`config.mk`:
```
export PLATFORM = sky130hd
export DESIGN_NAME = fractional_divider_ratio_solver_core
export DESIGN_NICKNAME = d
export VERILOG_FILES = /design/src/design/frds_pkg.sv /design/src/design/frds_divider.sv /design/src/design/fractional_divider_ratio_solver_core.sv
export SDC_FILE = /design/constraint.sdc
export NUM_CORES = 2
export LEC_CHECK = 0
export ABC_AREA = 1
export BUFFER_PORTS_ARGS = -buffer_cell sky130_fd_sc_hd__buf_4
export CORE_MARGIN = 2
export CORE_UTILIZATION = 59
export DETAILED_ROUTE_END_ITERATION = 10
export GPL_TIMING_DRIVEN = 0
export PLACE_DENSITY = 0.87
export SKIP_LAST_GASP = 1
export SYNTH_ARGS = -nofsm -noshare
export SYNTH_HDL_FRONTEND = slang
export SYNTH_SLANG_ARGS = --single-unit
```
`constraint.sdc`:
```
create_clock -name clock -period 6.4 [get_ports clock]
set_input_delay 0.32 -clock clock [delete_from_list [all_inputs] [get_ports clock]]
set_output_delay 0.32 -clock clock [all_outputs]
set_load 0.005 [all_outputs]
```
`src/design/frds_pkg.sv`:
```
// Package for the fractional divider ratio solver: codes, widths and helpers.
`timescale 1ns / 1ps
package frds_pkg;

   // Request kinds
   localparam logic [1:0] KIND_RECALC = 2'd0;
   localparam logic [1:0] KIND_ROUND  = 2'd1;
   localparam logic [1:0] KIND_SET    = 2'd2;
   localparam logic [1:0] KIND_SPARE  = 2'd3;   // unused, handled as recalc

   // Configuration register indexes
   localparam logic [1:0] CSR_MUL_WIDTH = 2'd0;
   localparam logic [1:0] CSR_DIV_WIDTH = 2'd1;
   localparam logic [1:0] CSR_DOUBLE    = 2'd2;
   localparam logic [1:0] CSR_EVEN      = 2'd3;

   localparam int RATE_W   = 32;
   localparam int FIELD_W  = 31;          // m and n storage width
   localparam int OPD_W    = 33;          // gcd operands, doubled target
   localparam int QUO_W    = 64;          // divider quotient register
   localparam int NARROW_N = 34;          // steps for a narrow divide
   localparam int CNT_W    = 7;

   localparam logic [RATE_W-1:0] RATE_MAX = {RATE_W{1'b1}};

   // Divider command
   typedef struct packed {
      logic start;
      logic wide;
   } div_cmd_type;

   // (1 << w) - 1 over the field storage width
   function automatic logic [FIELD_W-1:0] field_mask(input logic [4:0] w);
      logic [FIELD_W:0] one_sh;
      one_sh = {{FIELD_W{1'b0}}, 1'b1} << w;
      return FIELD_W'(one_sh - {{FIELD_W{1'b0}}, 1'b1});
   endfunction

endpackage

```
`src/design/frds_divider.sv`:
```
// Shared restoring divider: one quotient bit per cycle, narrow or wide dividend.
`timescale 1ns / 1ps
module frds_divider (
   input  logic                          clock,
   input  logic                          reset,
   input  frds_pkg::div_cmd_type         cmd,
   input  logic [frds_pkg::QUO_W-1:0]    dividend,
   input  logic [frds_pkg::OPD_W-1:0]    divisor,
   output logic                          done,
   output logic [frds_pkg::QUO_W-1:0]    quotient,
   output logic [frds_pkg::OPD_W-1:0]    remainder
);

   logic [frds_pkg::QUO_W-1:0] q_ff, q_in;
   logic [frds_pkg::OPD_W-1:0] r_ff, r_in;
   logic [frds_pkg::OPD_W-1:0] d_ff, d_in;
   logic [frds_pkg::CNT_W-1:0] cnt_ff, cnt_in;
   logic                       done_ff, done_in;
   logic [frds_pkg::OPD_W:0]   shifted;
   logic [frds_pkg::OPD_W+1:0] diff;

   // one compare-subtract step
   assign shifted = {r_ff, q_ff[frds_pkg::QUO_W-1]};
   assign diff    = {1'b0, shifted} - {2'b00, d_ff};

   always_comb begin
      q_in    = q_ff;
      r_in    = r_ff;
      d_in    = d_ff;
      cnt_in  = cnt_ff;
      done_in = 1'b0;
      if (cmd.start) begin
         d_in = divisor;
         r_in = '0;
         if (cmd.wide) begin
            q_in   = dividend;
            cnt_in = frds_pkg::CNT_W'(frds_pkg::QUO_W);
         end else begin
            q_in   = {dividend[frds_pkg::NARROW_N-1:0],
                      {(frds_pkg::QUO_W-frds_pkg::NARROW_N){1'b0}}};
            cnt_in = frds_pkg::CNT_W'(frds_pkg::NARROW_N);
         end
      end else if (cnt_ff != '0) begin
         if (diff[frds_pkg::OPD_W+1]) begin
            r_in = shifted[frds_pkg::OPD_W-1:0];
            q_in = {q_ff[frds_pkg::QUO_W-2:0], 1'b0};
         end else begin
            r_in = diff[frds_pkg::OPD_W-1:0];
            q_in = {q_ff[frds_pkg::QUO_W-2:0], 1'b1};
         end
         cnt_in  = cnt_ff - frds_pkg::CNT_W'(1);
         done_in = (cnt_ff == frds_pkg::CNT_W'(1));
      end
   end

   always_ff @(posedge clock) begin
      if (reset) begin
         cnt_ff  <= '0;
         done_ff <= 1'b0;
      end else begin
         cnt_ff  <= cnt_in;
         done_ff <= done_in;
      end
      q_ff <= q_in;
      r_ff <= r_in;
      d_ff <= d_in;
   end

   assign done      = done_ff;
   assign quotient  = q_ff;
   assign remainder = r_ff;

endmodule

```
`src/design/fractional_divider_ratio_solver_core.sv`:
```
// Top level of the fractional divider m/n solver: sequencer, state and ports.
`timescale 1ns / 1ps
// One request at a time; req_tready is high only when the block is idle.
// All division runs through one shared restoring divider, one bit a cycle,
// for the narrow divides (gcd step, m, n) and the final 64-bit rate divide.
// Set and round run Euclid remainder steps, then two narrow divides; round
// then halves m and n, one bit a cycle, until the ratio fits the widths.
// A round request whose target is zero or not below the parent shows its
// result the cycle after it is accepted.
module fractional_divider_ratio_solver_core (
   input  logic        clock,
   input  logic        reset,
   // request channel
   input  logic        req_tvalid,
   output logic        req_tready,
   input  logic [63:0] req_tdata,   // target_rate[31:0], src_rate[63:32]
   input  logic [1:0]  req_tuser,   // kind[1:0]
   // result channel
   output logic        rsp_tvalid,
   input  logic        rsp_tready,
   output logic [95:0] rsp_tdata,   // result_rate[31:0], ratio_num[63:32], ratio_den[95:64]
   output logic [0:0]  rsp_tuser,   // zero_divide[0]
   // configuration port
   input  logic        csr_we,
   input  logic [1:0]  csr_index,
   input  logic [4:0]  csr_wdata
);

   typedef enum logic [8:0] {
      S_IDLE = 9'b000000001,
      S_GCD  = 9'b000000010,
      S_GCDW = 9'b000000100,
      S_QM   = 9'b000001000,
      S_QN   = 9'b000010000,
      S_ADJ  = 9'b000100000,
      S_MUL  = 9'b001000000,
      S_RCHK = 9'b010000000,
      S_OUT  = 9'b100000000
   } state_type;

   localparam int FW = frds_pkg::FIELD_W;
   localparam int OW = frds_pkg::OPD_W;

   state_type             state_ff, state_in;
   logic [4:0]            mw_ff, mw_in, nw_ff, nw_in;
   logic                  dd_ff, dd_in, em_ff, em_in;
   logic [FW-1:0]         sm_ff, sm_in, sn_ff, sn_in;
   logic [1:0]            kind_ff, kind_in;
   logic [OW-1:0]         tgt_ff, tgt_in;
   logic [31:0]           par_ff, par_in;
   logic [OW-1:0]         a_ff, a_in, b_ff, b_in;
   logic [OW:0]           m_ff, m_in;
   logic [OW-1:0]         n_ff, n_in;
   logic [62:0]           prod_ff, prod_in;
   logic [31:0]           rate_ff, rate_in, num_ff, num_in, den_ff, den_in;
   logic                  zd_ff, zd_in;

   frds_pkg::div_cmd_type  cmd;
   logic [frds_pkg::QUO_W-1:0] div_dividend, div_quo;
   logic [OW-1:0]         div_divisor, div_rem;
   logic                  div_done;

   logic [31:0]           in_tgt, in_par;
   logic [1:0]            in_kind;
   logic [OW:0]           cand_m;
   logic [OW-1:0]         cand_n;
   logic                  make_even;
   logic [FW-1:0]         mmask, nmask;
   logic [31:0]           rate_den;

   assign in_tgt  = req_tdata[31:0];
   assign in_par  = req_tdata[63:32];
   assign in_kind = req_tuser;

   assign mmask     = frds_pkg::field_mask(mw_ff);
   assign nmask     = frds_pkg::field_mask(nw_ff);
   assign make_even = em_ff && m_ff[0];
   assign cand_m    = make_even ? {m_ff[OW-1:0], 1'b0} : m_ff;
   assign cand_n    = make_even ? {n_ff[OW-2:0], 1'b0} : n_ff;
   assign rate_den  = dd_ff ? {n_ff[FW-1:0], 1'b0} : {1'b0, n_ff[FW-1:0]};

   frds_divider u_div (
      .clock     (clock),
      .reset     (reset),
      .cmd       (cmd),
      .dividend  (div_dividend),
      .divisor   (div_divisor),
      .done      (div_done),
      .quotient  (div_quo),
      .remainder (div_rem)
   );

   // sequencer
   always_comb begin
      state_in = state_ff;
      mw_in = mw_ff; nw_in = nw_ff; dd_in = dd_ff; em_in = em_ff;
      sm_in = sm_ff; sn_in = sn_ff;
      kind_in = kind_ff; tgt_in = tgt_ff; par_in = par_ff;
      a_in = a_ff; b_in = b_ff; m_in = m_ff; n_in = n_ff;
      prod_in = prod_ff;
      rate_in = rate_ff; num_in = num_ff; den_in = den_ff; zd_in = zd_ff;
      cmd = '0;
      div_dividend = '0;
      div_divisor  = '0;

      // configuration writes
      if (csr_we) begin
         case (csr_index)
            frds_pkg::CSR_MUL_WIDTH: mw_in = csr_wdata;
            frds_pkg::CSR_DIV_WIDTH: nw_in = csr_wdata;
            frds_pkg::CSR_DOUBLE:    dd_in = csr_wdata[0];
            frds_pkg::CSR_EVEN:      em_in = csr_wdata[0];
            default: ;
         endcase
      end

      case (state_ff)
         S_IDLE: begin
            if (req_tvalid) begin
               kind_in = in_kind;
               par_in  = in_par;
               tgt_in  = (dd_ff && (in_kind == frds_pkg::KIND_SET ||
                                    in_kind == frds_pkg::KIND_ROUND))
                         ? {in_tgt, 1'b0} : {1'b0, in_tgt};
               // larger operand in a, smaller in b
               if (in_kind == frds_pkg::KIND_SET || in_kind == frds_pkg::KIND_ROUND) begin
                  logic [OW-1:0] t2;
                  t2 = dd_ff ? {in_tgt, 1'b0} : {1'b0, in_tgt};
                  if (t2 < {1'b0, in_par}) begin
                     a_in = {1'b0, in_par}; b_in = t2;
                  end else begin
                     a_in = t2; b_in = {1'b0, in_par};
                  end
               end
               if (in_kind == frds_pkg::KIND_SET) begin
                  state_in = S_GCD;
               end else if (in_kind == frds_pkg::KIND_ROUND) begin
                  if (in_tgt == '0 || in_tgt >= in_par) begin
                     rate_in = in_par; num_in = '0; den_in = '0; zd_in = 1'b0;
                     state_in = S_OUT;
                  end else begin
                     state_in = S_GCD;
                  end
               end else begin
                  m_in = {{(OW+1-FW){1'b0}}, sm_ff};
                  n_in = {{(OW-FW){1'b0}}, sn_ff};
                  state_in = S_MUL;
               end
            end
         end
         // Euclid: a % b until b is zero
         S_GCD: begin
            if (b_ff != '0) begin
               cmd.start    = 1'b1;
               div_dividend = {{(frds_pkg::QUO_W-OW){1'b0}}, a_ff};
               div_divisor  = b_ff;
               state_in     = S_GCDW;
            end else if (a_ff == '0) begin
               rate_in = '0; num_in = '0; den_in = '0; zd_in = 1'b1;
               state_in = S_OUT;
            end else begin
               cmd.start    = 1'b1;
               div_dividend = {{(frds_pkg::QUO_W-OW){1'b0}}, tgt_ff};
               div_divisor  = a_ff;
               state_in     = S_QM;
            end
         end
         S_GCDW: begin
            if (div_done) begin
               a_in = b_ff;
               b_in = div_rem;
               state_in = S_GCD;
            end
         end
         // m = target / g, then n = parent / g
         S_QM: begin
            if (div_done) begin
               m_in = {1'b0, div_quo[OW-1:0]};
               cmd.start    = 1'b1;
               div_dividend = {{(frds_pkg::QUO_W-32){1'b0}}, par_ff};
               div_divisor  = a_ff;
               state_in     = S_QN;
            end
         end
         S_QN: begin
            if (div_done) begin
               n_in = {1'b0, div_quo[31:0]};
               state_in = S_ADJ;
            end
         end
         // set: even fixup and mask; round: even fixup, halve until the ratio fits
         S_ADJ: begin
            if (kind_ff == frds_pkg::KIND_SET) begin
               sm_in = cand_m[FW-1:0] & mmask;
               sn_in = cand_n[FW-1:0] & nmask;
               m_in  = {{(OW+1-FW){1'b0}}, cand_m[FW-1:0] & mmask};
               n_in  = {{(OW-FW){1'b0}}, cand_n[FW-1:0] & nmask};
               state_in = S_MUL;
            end else if (cand_m <= {{(OW+1-FW){1'b0}}, mmask} &&
                         cand_n <= {{(OW-FW){1'b0}}, nmask}) begin
               m_in = cand_m;
               n_in = cand_n;
               state_in = S_MUL;
            end else begin
               m_in = m_ff >> 1;
               n_in = n_ff >> 1;
            end
         end
         S_MUL: begin
            prod_in  = 63'(par_ff) * 63'(m_ff[FW-1:0]);
            num_in   = {1'b0, m_ff[FW-1:0]};
            den_in   = {1'b0, n_ff[FW-1:0]};
            state_in = S_RCHK;
         end
         // rate = parent * m / den, saturated
         S_RCHK: begin
            if (rate_den == '0) begin
               rate_in = '0; zd_in = 1'b1;
               state_in = S_OUT;
            end else if (!cmd.start && div_done) begin
               rate_in = (div_quo[63:32] != '0) ? frds_pkg::RATE_MAX : div_quo[31:0];
               zd_in = 1'b0;
               state_in = S_OUT;
            end else if (zd_ff) begin
               // first cycle here: launch the divide, flag marks it pending
               cmd.start    = 1'b1;
               cmd.wide     = 1'b1;
               div_dividend = {1'b0, prod_ff};
               div_divisor  = {1'b0, rate_den};
               zd_in        = 1'b0;
            end
         end
         S_OUT: begin
            if (rsp_tready) state_in = S_IDLE;
         end
         default: state_in = S_IDLE;
      endcase

      // zd doubles as the "divide not launched yet" mark on entry to S_RCHK
      if (state_ff == S_MUL) zd_in = 1'b1;
   end

   always_ff @(posedge clock) begin
      if (reset) begin
         state_ff <= S_IDLE;
         mw_ff    <= 5'd8;
         nw_ff    <= 5'd8;
         dd_ff    <= 1'b0;
         em_ff    <= 1'b0;
         sm_ff    <= '0;
         sn_ff    <= '0;
      end else begin
         state_ff <= state_in;
         mw_ff    <= mw_in;
         nw_ff    <= nw_in;
         dd_ff    <= dd_in;
         em_ff    <= em_in;
         sm_ff    <= sm_in;
         sn_ff    <= sn_in;
      end
      kind_ff <= kind_in;
      tgt_ff  <= tgt_in;
      par_ff  <= par_in;
      a_ff    <= a_in;
      b_ff    <= b_in;
      m_ff    <= m_in;
      n_ff    <= n_in;
      prod_ff <= prod_in;
      rate_ff <= rate_in;
      num_ff  <= num_in;
      den_ff  <= den_in;
      zd_ff   <= zd_in;
   end

   assign req_tready = (state_ff == S_IDLE);
   assign rsp_tvalid = (state_ff == S_OUT);
   assign rsp_tdata  = {den_ff, num_ff, rate_ff};
   assign rsp_tuser  = zd_ff;

endmodule

```
==> key figures <==
CTS
  – Clock sinks: a little under 600
  – H-tree depth: 2
  – Buffer type at the clock tree root: clkbuf_16
  – TritonCTS buffer count: 55
  – Clock Latency Late Sink: 0.68 ns
  – Clock-pin transition on the worst setup and hold timing paths: around 0.070 ns
  – CTS tree: yes
  – Max clock buf depth: 3

Cells and area
  – Final nets: ~11000
  – Area delta synth->final: 18.15%
  – Share of cells above drive strength 1: 0.1375

Floorplan
  – Die Wd: approximately 350 microns
  – FP Rows: about 130
  – I/O Pins: 177
  – Initial core utilization: 0.5932
  – Die area: approximately 120000 sq um
  – Core area: between 100000 and 150000 sq um
  – Die H: around 350 microns

Global routing
  – Vias in the first global route: roughly 64000
  – GR Util All Layers: 0.4933
  – Largest net degree at the start of global routing: 72
  – Antenna violations before repair: 15
  – Grt ovf: 0
  – First-pass GRT wire length: around 430 mm

Yosys
  – Count leader, synth: nand2_1
  – Sequential share of the synthesized area: 0.2347
  – Synth warn: 0
  – Most instantiated cells after synthesis: nand2_1, inv_1, fa_1, nor2_1, ha_1
  – EDFF count, synth: about 450
  – Seq cells post-synth: approximately 580
  – Largest area contributor in the netlist: fa_1
  – Asr flop ratio synth: 0
  – Synth Cell Area: 68750 sq um
  – Largest cells by area after synthesis: fa_1, edfxtp_1, nand2_1
  – Synth unique cells: between 50 and 60
  – Syn Inst Count: slightly below 9000
  – Primary FF master, synth: edfxtp_1
  – Top cell type's share of synthesized area: 0.2525
  – Mean post-synth cell area: 7.805 sq um

Worst hold path
  – Hold path cells: 3
  – Worst hold path class: in2reg
  – Hold Crit Start: csr_index[0]

Routing
  – DR pass1 iterations: 9
  – Routed length per placed instance: approximately 28 microns
  – Final WL: 301.5 mm
  – Via-per-instance ratio: a little over 6
  – Via count: ~67000
  – Post-DRT Antenna Nets: 0
  – DRC: 0
  – Iter 0 DRT Violations: slightly above 10000

Timing
  – Worst-Margin Slew: ~1.4 ns
  – Max Clock Skew: a little under 0.05 ns
  – Final setup viols: 45
  – Hold Fails Final Rpt: 0
  – RSZ-0062 raised after global routing: true
  – Period utilisation layout: 1.128
  – Post-route setup slack: -0.8167 ns
  – Achievable Freq: around 140 MHz
  – Worst slew margin: 0.06464
  – Fin. max-slew vios: 0
  – Tmin final: around 7.2 ns
  – Setup TNS: -26.66 ns

Outcome
  – Status: finished with violations
  – Failing checks: negative setup slack

Critical path
  – WS Path Type: reg2reg
  – WP data required: 6.81 ns
  – Worst Reg2Reg Path Length in Cells: 24
  – Critical Path Start: m_ff[11]
  – Crit end category: flip-flop
  – Worst path depth: 24
  – CP max-delay cell: fa_2
  – CP Launch Type: flip-flop
  – CP max FO: 6
  – Most used cell, CP: fa_1
  – CP Data Arrival Time: around 7.6 ns
  – Buffers & Inverters on Critical Path: 7
  – Worst-path cell chain: buf_12 > buf_8 > clkbuf_16 > nand2_1 > inv_1 > fa_1 > inv_1 > fa_2 > fa_1 > fa_1 > inv_1 > fa_1 > fa_1 > fa_2 > fa_2 > ha_4 > nand2_2 > nor2_4 > inv_2 > nor4_4 > nand3_1 > nand3_2 > a21oi_2 > xnor2_2
  – R2R Path Start: m_ff[11]
  – Delay-heaviest family, CP: adder cells
  – Slowest cell delay on critical path: 0.62 ns

Flow run
  – Max cap viols: 0

Place
  – RePlAce Congestion: 1.114
  – DPL Wire Length: 239.9 mm
  – I/O Buffers: between 150 and 200
-- cell usage in the layout (no fill, tap or decap), drive strengths merged, types with 3 or more instances in the layout --
cell / synthesis / layout
nor4: 26 / 26
o211ai: 40 / 40
o31ai: 3 / 3
o21bai: 15 / 15
xor2: 66 / 66
and3: 9 / 9
clkinv: 3 / 17
xnor2: 40 / 40
a21o: 20 / 20
dlygate4sd3: 0 / 47
a31oi: 12 / 12
dfxtp: 125 / 125
edfxtp: 454 / 454
o21a: 12 / 12
clkinvlp: 0 / 7
nor3b: 3 / 3
buf: 97 / 597
fa: 867 / 867
a22oi: 29 / 29
ha: 482 / 482
or2: 8 / 8
bufinv: 0 / 6
o221ai: 4 / 4
nand2: 2203 / 2203
o22ai: 73 / 73
diode: 0 / 10
conb: 1 / 4
nand4: 50 / 50
inv: 2015 / 2019
and2: 4 / 4
nand3: 285 / 285
nor2: 623 / 623
a221oi: 3 / 3
o21ai: 461 / 461
nand3b: 7 / 7
nor3: 56 / 56
clkbuf: 325 / 335
a21boi: 6 / 6
a21oi: 373 / 373
-- layout make-up --
type,instances,area (sq um)
antenna,10,25.02
tap,1524,1907
clock inverter,31,350.3
sequential,579,16140
buffer,395,3443
multi-input combinational,5792,45610
inverter,2018,7581
timing repair buffer,512,4692
clock buffer,72,1480
fill,9208,34670
-- per-stage QoR --
step	hold slack [ns]	instance area [sq um]	std cells	setup slack [ns]	utilization
after floorplan	0.4189	68920	8811	0.004433	-
after global placement	0.4515	72130	10508	-2.307	0.6224
after detailed placement	0.4557	72380	10520	-2.292	0.6246
after CTS	0.001185	79500	10842	-0.6782	0.6860
after global routing	0.02400	81210	10926	-0.9303	0.7007
final	0.002384	81230	10933	-0.8167	0.7009
-- registers in the layout (all words and copies together) (netlist names), 7 cells and up --
signal	flops
u_div.quotient	64
prod_ff	63
m_ff	34
a_ff	33
b_ff	33
n_ff	33
tgt_ff	33
u_div.d_ff	33
u_div.remainder	33
par_ff	32
rate_ff	32
den_ff	31
num_ff	31
sm_ff	31
sn_ff	31
state_ff	9
u_div.cnt_ff	7
-- metal layers --
| metal | GRT usage | vias up | share of wire |
|---|---|---|---|
| met3 | 0.2006 | 1180 | 0.17 |
| li1 | - | 27939 | - |
| met4 | 0.2659 | 16 | 0.071 |
| met1 | 0.6580 | 32087 | 0.36 |
| met5 | 0 | - | 0.00064 |
| met2 | 0.6839 | 5485 | 0.40 |
-- worst min-delay path, cell delays in order --
cell and delay (ns):
buf_4 0.09, nor3_1 0.07, o211ai_1 0.16
-- repair_timing --
action / CTS / global route
gates resized for setup: 830 / 314
cloned: 1 / 2
setup endpoints to repair: 51 / 49
setup buffers: 199 / 80
pin swaps: 166 / 195
hold endpoints to repair: 47 / 0
hold buffers: 47 / 0
-- final timing paths --
| check | endpoint | slack (ns) |
|---|---|---|
| setup reg to reg | prod_ff[47] | -0.82 |
| setup / recovery | prod_ff[47] | -0.82 |
| hold / removal | mw_ff[3] | 0.002 |
| hold reg to reg | sm_ff[16] | 0.47 |
-- cell families after synthesis --
group / count (synthesis) / synth area share
buf+inv: 2440 / 0.1366
simple gates: 3275 / 0.1910
compound gates: 1058 / 0.08396
other cells: 1 / 0.00005455
xor+xnor: 106 / 0.01350
flops: 579 / 0.2347
fa+ha+maj: 1349 / 0.3402
Power is left out: the tool's default activity adds up to more than one toggle a clock period on the data nets, which glitch-free logic cannot reach.
